`config.mk`:
```
export PLATFORM = sky130hd
export DESIGN_NAME = loop_switch_exit_stack_core
export DESIGN_NICKNAME = d
export VERILOG_FILES = /design/src/lses_pkg.sv /design/src/lses_ram.sv /design/src/lses_ctrl.sv /design/src/lses_dp.sv /design/src/loop_switch_exit_stack_core.sv
export SDC_FILE = /design/constraint.sdc
export NUM_CORES = 1
export LEC_CHECK = 0
export BUFFER_PORTS_ARGS = -buffer_cell sky130_fd_sc_hd__buf_2
export CAP_MARGIN = 0
export CORE_AREA = 5 5 247 249
export DETAILED_ROUTE_END_ITERATION = 8
export DIE_AREA = 0 0 252 254
export PLACE_DENSITY_LB_ADDON = 0.2
export SYNTH_ARGS = -nofsm -noshare
export SYNTH_HDL_FRONTEND = slang
export SYNTH_SLANG_ARGS = --single-unit
```
`constraint.sdc`:
```
create_clock -name clk_i -period 5.4 [get_ports clk_i]
set_input_delay 0.27 -clock clk_i [delete_from_list [all_inputs] [get_ports clk_i]]
set_output_delay 0.27 -clock clk_i [all_outputs]
set_load 0.01 [all_outputs]
```
`src/lses_pkg.sv`:
```
`default_nettype none

package lses_pkg;

  // Action codes
  localparam logic [2:0] ACT_PUSH       = 3'd0;
  localparam logic [2:0] ACT_POP        = 3'd1;
  localparam logic [2:0] ACT_TOP        = 3'd2;
  localparam logic [2:0] ACT_BREAK      = 3'd3;
  localparam logic [2:0] ACT_BREAK_USED = 3'd4;
  localparam logic [2:0] ACT_CONT       = 3'd5;
  localparam logic [2:0] ACT_CONT_USED  = 3'd6;

  // Status codes
  localparam logic [1:0] ST_OK    = 2'd0;
  localparam logic [1:0] ST_EMPTY = 2'd1;
  localparam logic [1:0] ST_FULL  = 2'd2;
  localparam logic [1:0] ST_ZERO  = 2'd3;

  // Entry kinds
  localparam logic KIND_LOOP   = 1'b0;
  localparam logic KIND_SWITCH = 1'b1;

  localparam int unsigned EXIT_W  = 16;
  localparam int unsigned LEVEL_W = 5;
  localparam int unsigned ENTRY_W = EXIT_W + 2;

  typedef struct packed {
    logic [2:0]        action;
    logic              kind;
    logic [EXIT_W-1:0] exit_number;
  } in_item_t;

  typedef struct packed {
    logic [EXIT_W-1:0]  exit_result;
    logic               not_empty;
    logic [1:0]         status;
    logic [LEVEL_W-1:0] level;
  } out_item_t;

  typedef struct packed {
    logic              kind;
    logic              used;
    logic [EXIT_W-1:0] exit_num;
  } entry_t;

  typedef struct packed {
    logic load;
    logic decode;
    logic eval;
    logic finish;
  } ctrl_cmd_t;

  typedef struct packed {
    logic need_read;
    logic eval_done;
    logic out_free;
  } ctrl_sts_t;

endpackage

`default_nettype wire

```
`src/lses_ram.sv`:
```
`default_nettype none

module lses_ram #(
  parameter int unsigned WIDTH = 18,
  parameter int unsigned DEPTH = 16,
  localparam int unsigned AW = (DEPTH > 1) ? $clog2(DEPTH) : 1
) (
  input  wire logic             clk_i,
  input  wire logic             we_i,
  input  wire logic [AW-1:0]    waddr_i,
  input  wire logic [WIDTH-1:0] wdata_i,
  input  wire logic [AW-1:0]    raddr_i,
  output logic      [WIDTH-1:0] rdata_o
);

  logic [WIDTH-1:0] mem_q [DEPTH];

  always_ff @(posedge clk_i) begin
    if (we_i) begin
      mem_q[waddr_i] <= wdata_i;
    end
    rdata_o <= mem_q[raddr_i];
  end

endmodule

`default_nettype wire

```
`src/lses_ctrl.sv`:
```
`default_nettype none

module lses_ctrl
  import lses_pkg::*;
(
  input  wire logic      clk_i,
  input  wire logic      rst_ni,
  input  wire logic      in_valid_i,
  output logic           in_stall_o,
  input  wire ctrl_sts_t sts_i,
  output ctrl_cmd_t      cmd_o
);

  localparam logic [1:0] S_IDLE   = 2'd0;
  localparam logic [1:0] S_DECODE = 2'd1;
  localparam logic [1:0] S_EVAL   = 2'd2;
  localparam logic [1:0] S_FINISH = 2'd3;

  logic [1:0] state_q, state_d;

  assign in_stall_o = (state_q != S_IDLE);

  always_comb begin
    state_d = state_q;
    cmd_o   = '0;
    case (state_q)
      S_IDLE: begin
        if (in_valid_i) begin
          cmd_o.load = 1'b1;
          state_d    = S_DECODE;
        end
      end
      S_DECODE: begin
        cmd_o.decode = 1'b1;
        state_d      = sts_i.need_read ? S_EVAL : S_FINISH;
      end
      S_EVAL: begin
        cmd_o.eval = 1'b1;
        if (sts_i.eval_done) begin
          state_d = S_FINISH;
        end
      end
      S_FINISH: begin
        // hold until the output register can take the result
        if (sts_i.out_free) begin
          cmd_o.finish = 1'b1;
          state_d      = S_IDLE;
        end
      end
      default: state_d = S_IDLE;
    endcase
  end

  always_ff @(posedge clk_i or negedge rst_ni) begin
    if (!rst_ni) begin
      state_q <= S_IDLE;
    end else begin
      state_q <= state_d;
    end
  end

endmodule

`default_nettype wire

```
`src/lses_dp.sv`:
```
`default_nettype none

module lses_dp
  import lses_pkg::*;
#(
  parameter int unsigned STACK_DEPTH = 16,
  localparam int unsigned IDX_W = (STACK_DEPTH > 1) ? $clog2(STACK_DEPTH) : 1,
  localparam int unsigned LVL_W = $clog2(STACK_DEPTH + 1)
) (
  input  wire logic      clk_i,
  input  wire logic      rst_ni,
  input  wire in_item_t  in_item_i,
  input  wire ctrl_cmd_t cmd_i,
  output ctrl_sts_t      sts_o,
  output logic           out_valid_o,
  input  wire logic      out_stall_i,
  output out_item_t      out_item_o,
  // entry memory
  output logic               ram_we_o,
  output logic [IDX_W-1:0]   ram_waddr_o,
  output logic [ENTRY_W-1:0] ram_wdata_o,
  output logic [IDX_W-1:0]   ram_raddr_o,
  input  wire logic [ENTRY_W-1:0] ram_rdata_i
);

  in_item_t          item_q;
  logic [LVL_W-1:0]  level_q, level_d;
  logic [IDX_W-1:0]  idx_q, idx_d;
  logic [EXIT_W-1:0] result_q, result_d;
  logic [1:0]        status_q, status_d;
  out_item_t         out_q;
  logic              out_valid_q;

  logic             empty;
  logic             full;
  logic [IDX_W-1:0] top_idx;
  entry_t           rd_entry;
  entry_t           wr_entry;

  assign empty    = (level_q == '0);
  assign full     = (level_q == LVL_W'(STACK_DEPTH));
  assign top_idx  = IDX_W'(level_q - LVL_W'(1));
  assign rd_entry = entry_t'(ram_rdata_i);

  assign ram_raddr_o = idx_d;
  assign ram_wdata_o = wr_entry;

  always_comb begin
    level_d         = level_q;
    idx_d           = idx_q;
    result_d        = result_q;
    status_d        = status_q;
    ram_we_o        = 1'b0;
    ram_waddr_o     = idx_q;
    wr_entry        = rd_entry;
    sts_o.need_read = 1'b0;
    sts_o.eval_done = 1'b0;
    sts_o.out_free  = !out_valid_q || !out_stall_i;

    if (cmd_i.decode) begin
      result_d = '0;
      status_d = ST_OK;
      idx_d    = top_idx;
      case (item_q.action)
        ACT_PUSH: begin
          if (item_q.exit_number == '0) begin
            status_d = ST_ZERO;
          end else if (full) begin
            status_d = ST_FULL;
          end else begin
            ram_we_o          = 1'b1;
            ram_waddr_o       = IDX_W'(level_q);
            wr_entry.kind     = item_q.kind;
            wr_entry.used     = 1'b0;
            wr_entry.exit_num = item_q.exit_number;
            level_d           = level_q + LVL_W'(1);
          end
        end
        ACT_POP: begin
          if (empty) begin
            status_d = ST_EMPTY;
          end else begin
            level_d = level_q - LVL_W'(1);
          end
        end
        ACT_BREAK, ACT_BREAK_USED: begin
          if (empty) begin
            status_d = ST_EMPTY;
          end else begin
            sts_o.need_read = 1'b1;
          end
        end
        ACT_TOP, ACT_CONT, ACT_CONT_USED: begin
          sts_o.need_read = !empty;
        end
        default: ;
      endcase
    end

    if (cmd_i.eval) begin
      case (item_q.action)
        ACT_TOP: begin
          result_d        = rd_entry.exit_num;
          sts_o.eval_done = 1'b1;
        end
        ACT_BREAK: begin
          if (rd_entry.kind == KIND_SWITCH) begin
            result_d      = rd_entry.exit_num;
            ram_we_o      = 1'b1;
            wr_entry.used = 1'b1;
          end
          sts_o.eval_done = 1'b1;
        end
        ACT_BREAK_USED: begin
          if (rd_entry.kind == KIND_SWITCH && rd_entry.used) begin
            result_d = rd_entry.exit_num;
          end
          sts_o.eval_done = 1'b1;
        end
        ACT_CONT, ACT_CONT_USED: begin
          // walk down from the top, skipping switches
          if (rd_entry.kind == KIND_LOOP) begin
            if (item_q.action == ACT_CONT) begin
              result_d      = rd_entry.exit_num;
              ram_we_o      = 1'b1;
              wr_entry.used = 1'b1;
            end else if (rd_entry.used) begin
              result_d = rd_entry.exit_num;
            end
            sts_o.eval_done = 1'b1;
          end else if (idx_q == '0) begin
            sts_o.eval_done = 1'b1;
          end else begin
            idx_d = idx_q - IDX_W'(1);
          end
        end
        default: sts_o.eval_done = 1'b1;
      endcase
    end
  end

  always_ff @(posedge clk_i) begin
    if (cmd_i.load) begin
      item_q <= in_item_i;
    end
    idx_q    <= idx_d;
    result_q <= result_d;
    status_q <= status_d;
    if (cmd_i.finish) begin
      out_q.exit_result <= result_q;
      out_q.not_empty   <= !empty;
      out_q.status      <= status_q;
      out_q.level       <= LEVEL_W'(level_q);
    end
  end

  always_ff @(posedge clk_i or negedge rst_ni) begin
    if (!rst_ni) begin
      level_q     <= '0;
      out_valid_q <= 1'b0;
    end else begin
      level_q <= level_d;
      if (cmd_i.finish) begin
        out_valid_q <= 1'b1;
      end else if (!out_stall_i) begin
        // drop valid once the result transfer completes
        out_valid_q <= 1'b0;
      end
    end
  end

  assign out_valid_o = out_valid_q;
  assign out_item_o  = out_q;

endmodule

`default_nettype wire

```
`src/loop_switch_exit_stack_core.sv`:
```
// Channel  Direction  Handshake                Payload
// in       input      in_valid_i / in_stall_o  in_item_i  (in_item_t)
// out      output     out_valid_o / out_stall_i out_item_o (out_item_t)
//
// One item at a time: accept, decode, evaluate (reading the entry RAM),
// then load the output register. Push, pop and empty cases skip evaluation;
// top and break read the top entry; continue walks down to the nearest loop
// (up to STACK_DEPTH entries) through the single RAM read port. Reset clears
// the level and output valid; entries need no clear. A stalled result holds
// in the output register while the next item is taken.
`default_nettype none

module loop_switch_exit_stack_core
  import lses_pkg::*;
#(
  parameter int unsigned STACK_DEPTH = 16
) (
  input  wire logic      clk_i,
  input  wire logic      rst_ni,
  input  wire logic      in_valid_i,
  output logic           in_stall_o,
  input  wire in_item_t  in_item_i,
  output logic           out_valid_o,
  input  wire logic      out_stall_i,
  output out_item_t      out_item_o
);

  localparam int unsigned IDX_W = (STACK_DEPTH > 1) ? $clog2(STACK_DEPTH) : 1;

  ctrl_cmd_t          cmd;
  ctrl_sts_t          sts;
  logic               ram_we;
  logic [IDX_W-1:0]   ram_waddr;
  logic [ENTRY_W-1:0] ram_wdata;
  logic [IDX_W-1:0]   ram_raddr;
  logic [ENTRY_W-1:0] ram_rdata;

  lses_ctrl u_ctrl (
    .clk_i      (clk_i),
    .rst_ni     (rst_ni),
    .in_valid_i (in_valid_i),
    .in_stall_o (in_stall_o),
    .sts_i      (sts),
    .cmd_o      (cmd)
  );

  lses_dp #(
    .STACK_DEPTH (STACK_DEPTH)
  ) u_dp (
    .clk_i       (clk_i),
    .rst_ni      (rst_ni),
    .in_item_i   (in_item_i),
    .cmd_i       (cmd),
    .sts_o       (sts),
    .out_valid_o (out_valid_o),
    .out_stall_i (out_stall_i),
    .out_item_o  (out_item_o),
    .ram_we_o    (ram_we),
    .ram_waddr_o (ram_waddr),
    .ram_wdata_o (ram_wdata),
    .ram_raddr_o (ram_raddr),
    .ram_rdata_i (ram_rdata)
  );

  lses_ram #(
    .WIDTH (ENTRY_W),
    .DEPTH (STACK_DEPTH)
  ) u_ram (
    .clk_i   (clk_i),
    .we_i    (ram_we),
    .waddr_i (ram_waddr),
    .wdata_i (ram_wdata),
    .raddr_i (ram_raddr),
    .rdata_o (ram_rdata)
  );

endmodule

`default_nettype wire

```
==> impl_metrics.yaml <==
clock_tree:
  cts_resized: 0
  clk-insertion-delay-late_ns: 0.59
  cts_root_buffer: "clkbuf_16"
  h-tree-depth: 2
  cts.clk_slew.worst_paths_ns: 0.06
  cts_tree: "yes"
  clkSinkCount: 380
  cts_buffers: 45
  post-cts-setup-buffer-count: 0
  cts.path.max_buffers: 3
floorplan:
  floorplan.initialDensity_pct: 34.70
  die_x_um: 252
  ios: 50
  core_area_um2: 58460
  design.die.area_um2: 64010
  std_cell_rows: 89
  dieHeight_um: 254
sta:
  period_share_pct: 71.73
  relSlewSlack_pct: 11.02
  fmax_mhz: 258.2
  drv_slew: 0
  hold_viol: 0
  fin_crit_ns: 3.874
  setup_viol: 0
  worst_pin_slew_ns: 1.333
  setup_tns_ns: 0
  grt_setup_unrepaired: "false"
  clock_skew_ns: 0.02020
routing:
  vias: 16289
  first_pass_iters: 6
  drt_iter0_markers: 1600
  wirelength_um: 66430
  antenna_left: 0
  wire_per_inst_um: 25.35
  post-route-drc-count: 0
  routed_via_density: 6.217
worst_setup_path:
  worstReg2RegStart: "u_dp.level_q[0]"
  worstPathArrival_ns: 4.06
  path_class: "reg2reg"
  cp.required_ns: 5.59
  crit_start: "u_dp.level_q[0]"
  crit_slowest_cell: "nor2_2"
  crit_path_max_fanout: 21
  startpoint_type: "flop"
  endpoint_kind: "flop"
  critPathMaxStageDelay_ns: 1.08
  path_cells: "inv_1 -> ha_1 -> nand3_1 -> nand4_1 -> buf_4 -> or3_1 -> a21boi_0 -> nor2_2"
hold_path:
  hold_class: "in2async"
pwr:
  p_per_area_nw_per_um2: 593.6
  peakVddDrop_mv: 0.3684
  p_leak_nw: 7.974
synthesis:
  synthArstFlopShare_pct: 2.105
  synth_edf_count: 334
  synth_adder_area_share_pct: 0.6167
  syn_inst: 1837
  synthFlopType: "edfxtp_1"
  synth-seq-cells: 380
  syn_area_um2: 20290
  synth_compound_area_share_pct: 16.77
  synth_xor_area_share_pct: 0.3454
  seq_area_frac_synth_pct: 54.17
  synth_mux_area_share_pct: 9.430
  syn_area_per_cell_um2: 11.04
  syn_nets: 1871
  synth_top_family_by_area: "compound AO/OA/AOI/OAI gates"
  synthSimpleGateAreaFrac_pct: 14.23
  synthDistinctLibCells: 54
  yosys_warnings: 0
placed_design:
  place_congestion: 0.7879
  placedInstanceArea_um2: 21250
  post-dp-hpwl_um: 34940
  io_buffers: 49
  dp.cells: 2514
layout:
  drive_above_1_share_pct: 16.78
  finalNonFillerCells: 2620
  fin_nets: 1844
  antenna_cells: 0
  fin_area_um2: 23040
  areaGrowthSynthToFinish_pct: 13.57
grt:
  track_usage_pct: 20.02
  gr-usage-met3_pct: 3.203
  antenna_found_initial: 2
  grt_pass1_vias: 16206
  grt_first_pass_wirelength_um: 100000
  busiest_layer: "met2"
  use_met1_pct: 27.66
  grt_max_degree: 202
  gr-total-overflow: 0
  use_met2_pct: 32.81
status:
  status: "completed"
job:
  maxCapViolCount: 0
critical path: cells and delay by family (launching register included):
kind | cells | cell delay, ns
fa+ha+maj | 1 | 0.27
flops | 1 | 0.80
simple gates | 4 | 1.68
compound gates | 1 | 0.23
buf+inv | 2 | 0.48
logic make-up (layout without fill, tap and decap cells):
logic type	Yosys count	count (layout)
simple gates	600	600
compound gates	458	458
flops	380	380
buf+inv	204	214
mux	177	177
fa+ha+maj	10	10
xor+xnor	8	8
registers in the layout, indices dropped and copies added, names as in the netlist:
name              count
u_dp.item_q          20
u_ram.mem_q         288
u_dp.out_item_o      24
u_dp.idx_q            4
u_dp.out_valid_o      1
u_dp.status_q         2
u_ram.rdata_o        18
u_dp.result_q        16
u_ctrl.state_q        2
u_dp.level_q          5
synthesized netlist by cell type (2+ instances only):
cell,count,area [µm²]
o211a_1,68,680.7
o22ai_1,138,863.3
nor3b_1,2,15.01
o311ai_0,69,604.3
buf_6,13,146.4
and2_1,7,43.79
nor3_1,211,1056
buf_4,3,22.52
nand2_1,147,551.8
ha_1,10,125.1
a31oi_1,8,50.05
buf_2,19,95.09
o21ai_1,60,300.3
inv_2,2,7.510
dfrtp_1,8,200.2
nand4_1,23,143.9
o221ai_1,3,26.28
o21ai_0,17,85.08
nor2b_1,19,118.9
nor2_1,97,364.1
buf_1,17,63.81
mux2_2,106,1194
xnor2_1,4,35.03
inv_1,14,52.55
xor2_1,4,35.03
nor4_1,4,25.02
edfxtp_1,334,10030
clkbuf_1,136,510.5
a21boi_0,2,15.01
a21oi_1,9,45.04
mux2i_1,69,690.7
and3_1,2,12.51
nand2b_1,4,25.02
o211ai_1,2,15.01
or3_1,70,437.9
o31ai_1,3,22.52
nand3_1,7,35.03
a221oi_1,68,595.6
dfxtp_1,38,760.7
a21o_1,5,37.54
or4_1,2,15.01
per-stage QoR:
step | power [W] | utilization [%] | setup slack [ns] | hold WS, ns
floorplan | 0.008565 | - | 2.244 | -0.02559
global placement | 0.01033 | 36.34 | 1.614 | 0.1239
detailed placement | 0.01042 | 36.34 | 1.541 | 0.1247
CTS | 0.01367 | 39.41 | 1.515 | 0.04258
global route | 0.01434 | 39.41 | 1.259 | 0.06745
finish | 0.01368 | 39.41 | 1.526 | 0.06218
power by group:
part	internal (W)	switching, W
clock	0.00195	0.00127
combinational	0.00219	0.00405
sequential	0.00391	0.000302
layout by cell type, fill, tap and decap left out, types with 69 or more instances in the layout:
cell / n
o311ai_0: 69
nor2_1: 81
mux2i_1: 69
edfxtp_1: 334
nor3_1: 211
mux2_2: 106
nand2_1: 146
o22ai_1: 138
or3_1: 69
per-layer routing:
layer,wire length (µm),part of all wire (%)
met5,0,0
met4,1355,2.0
met3,5255,7.9
met2,30940,47
met1,28870,43
cell type report:
type,instances,area (µm²)
fill,5518,35420
tap,773,967.2
inverter,16,65.06
clock buffer,59,1269
timing repair buffer,114,938.4
multi-input combinational,1253,8503
clock inverter,25,305.3
sequential,380,10990
final timing paths:
| kind | to | slack (ns) | depth (start not counted) |
|---|---|---|---|
| setup / recovery | u_ram.mem_q[4][3] | 1.53 | 8 |
| hold / removal | u_dp.level_q[4] | 0.06 | 2 |
| setup reg to reg | u_ram.mem_q[4][3] | 1.53 | 8 |
| hold reg to reg | u_dp.out_item_o[19] | 0.42 | 0 |
| max in group asynchronous | u_dp.level_q[2] | 5.17 | 2 |
| min in group clk_i | u_ctrl.state_q[1] | 0.22 | 4 |
what timing repair did:
item	in CTS	in global routing
endpoints found under the setup margin	0	0
hold buffers	22	0
hold endpoints to repair	29	0
(Power assumes the default switching activity.)
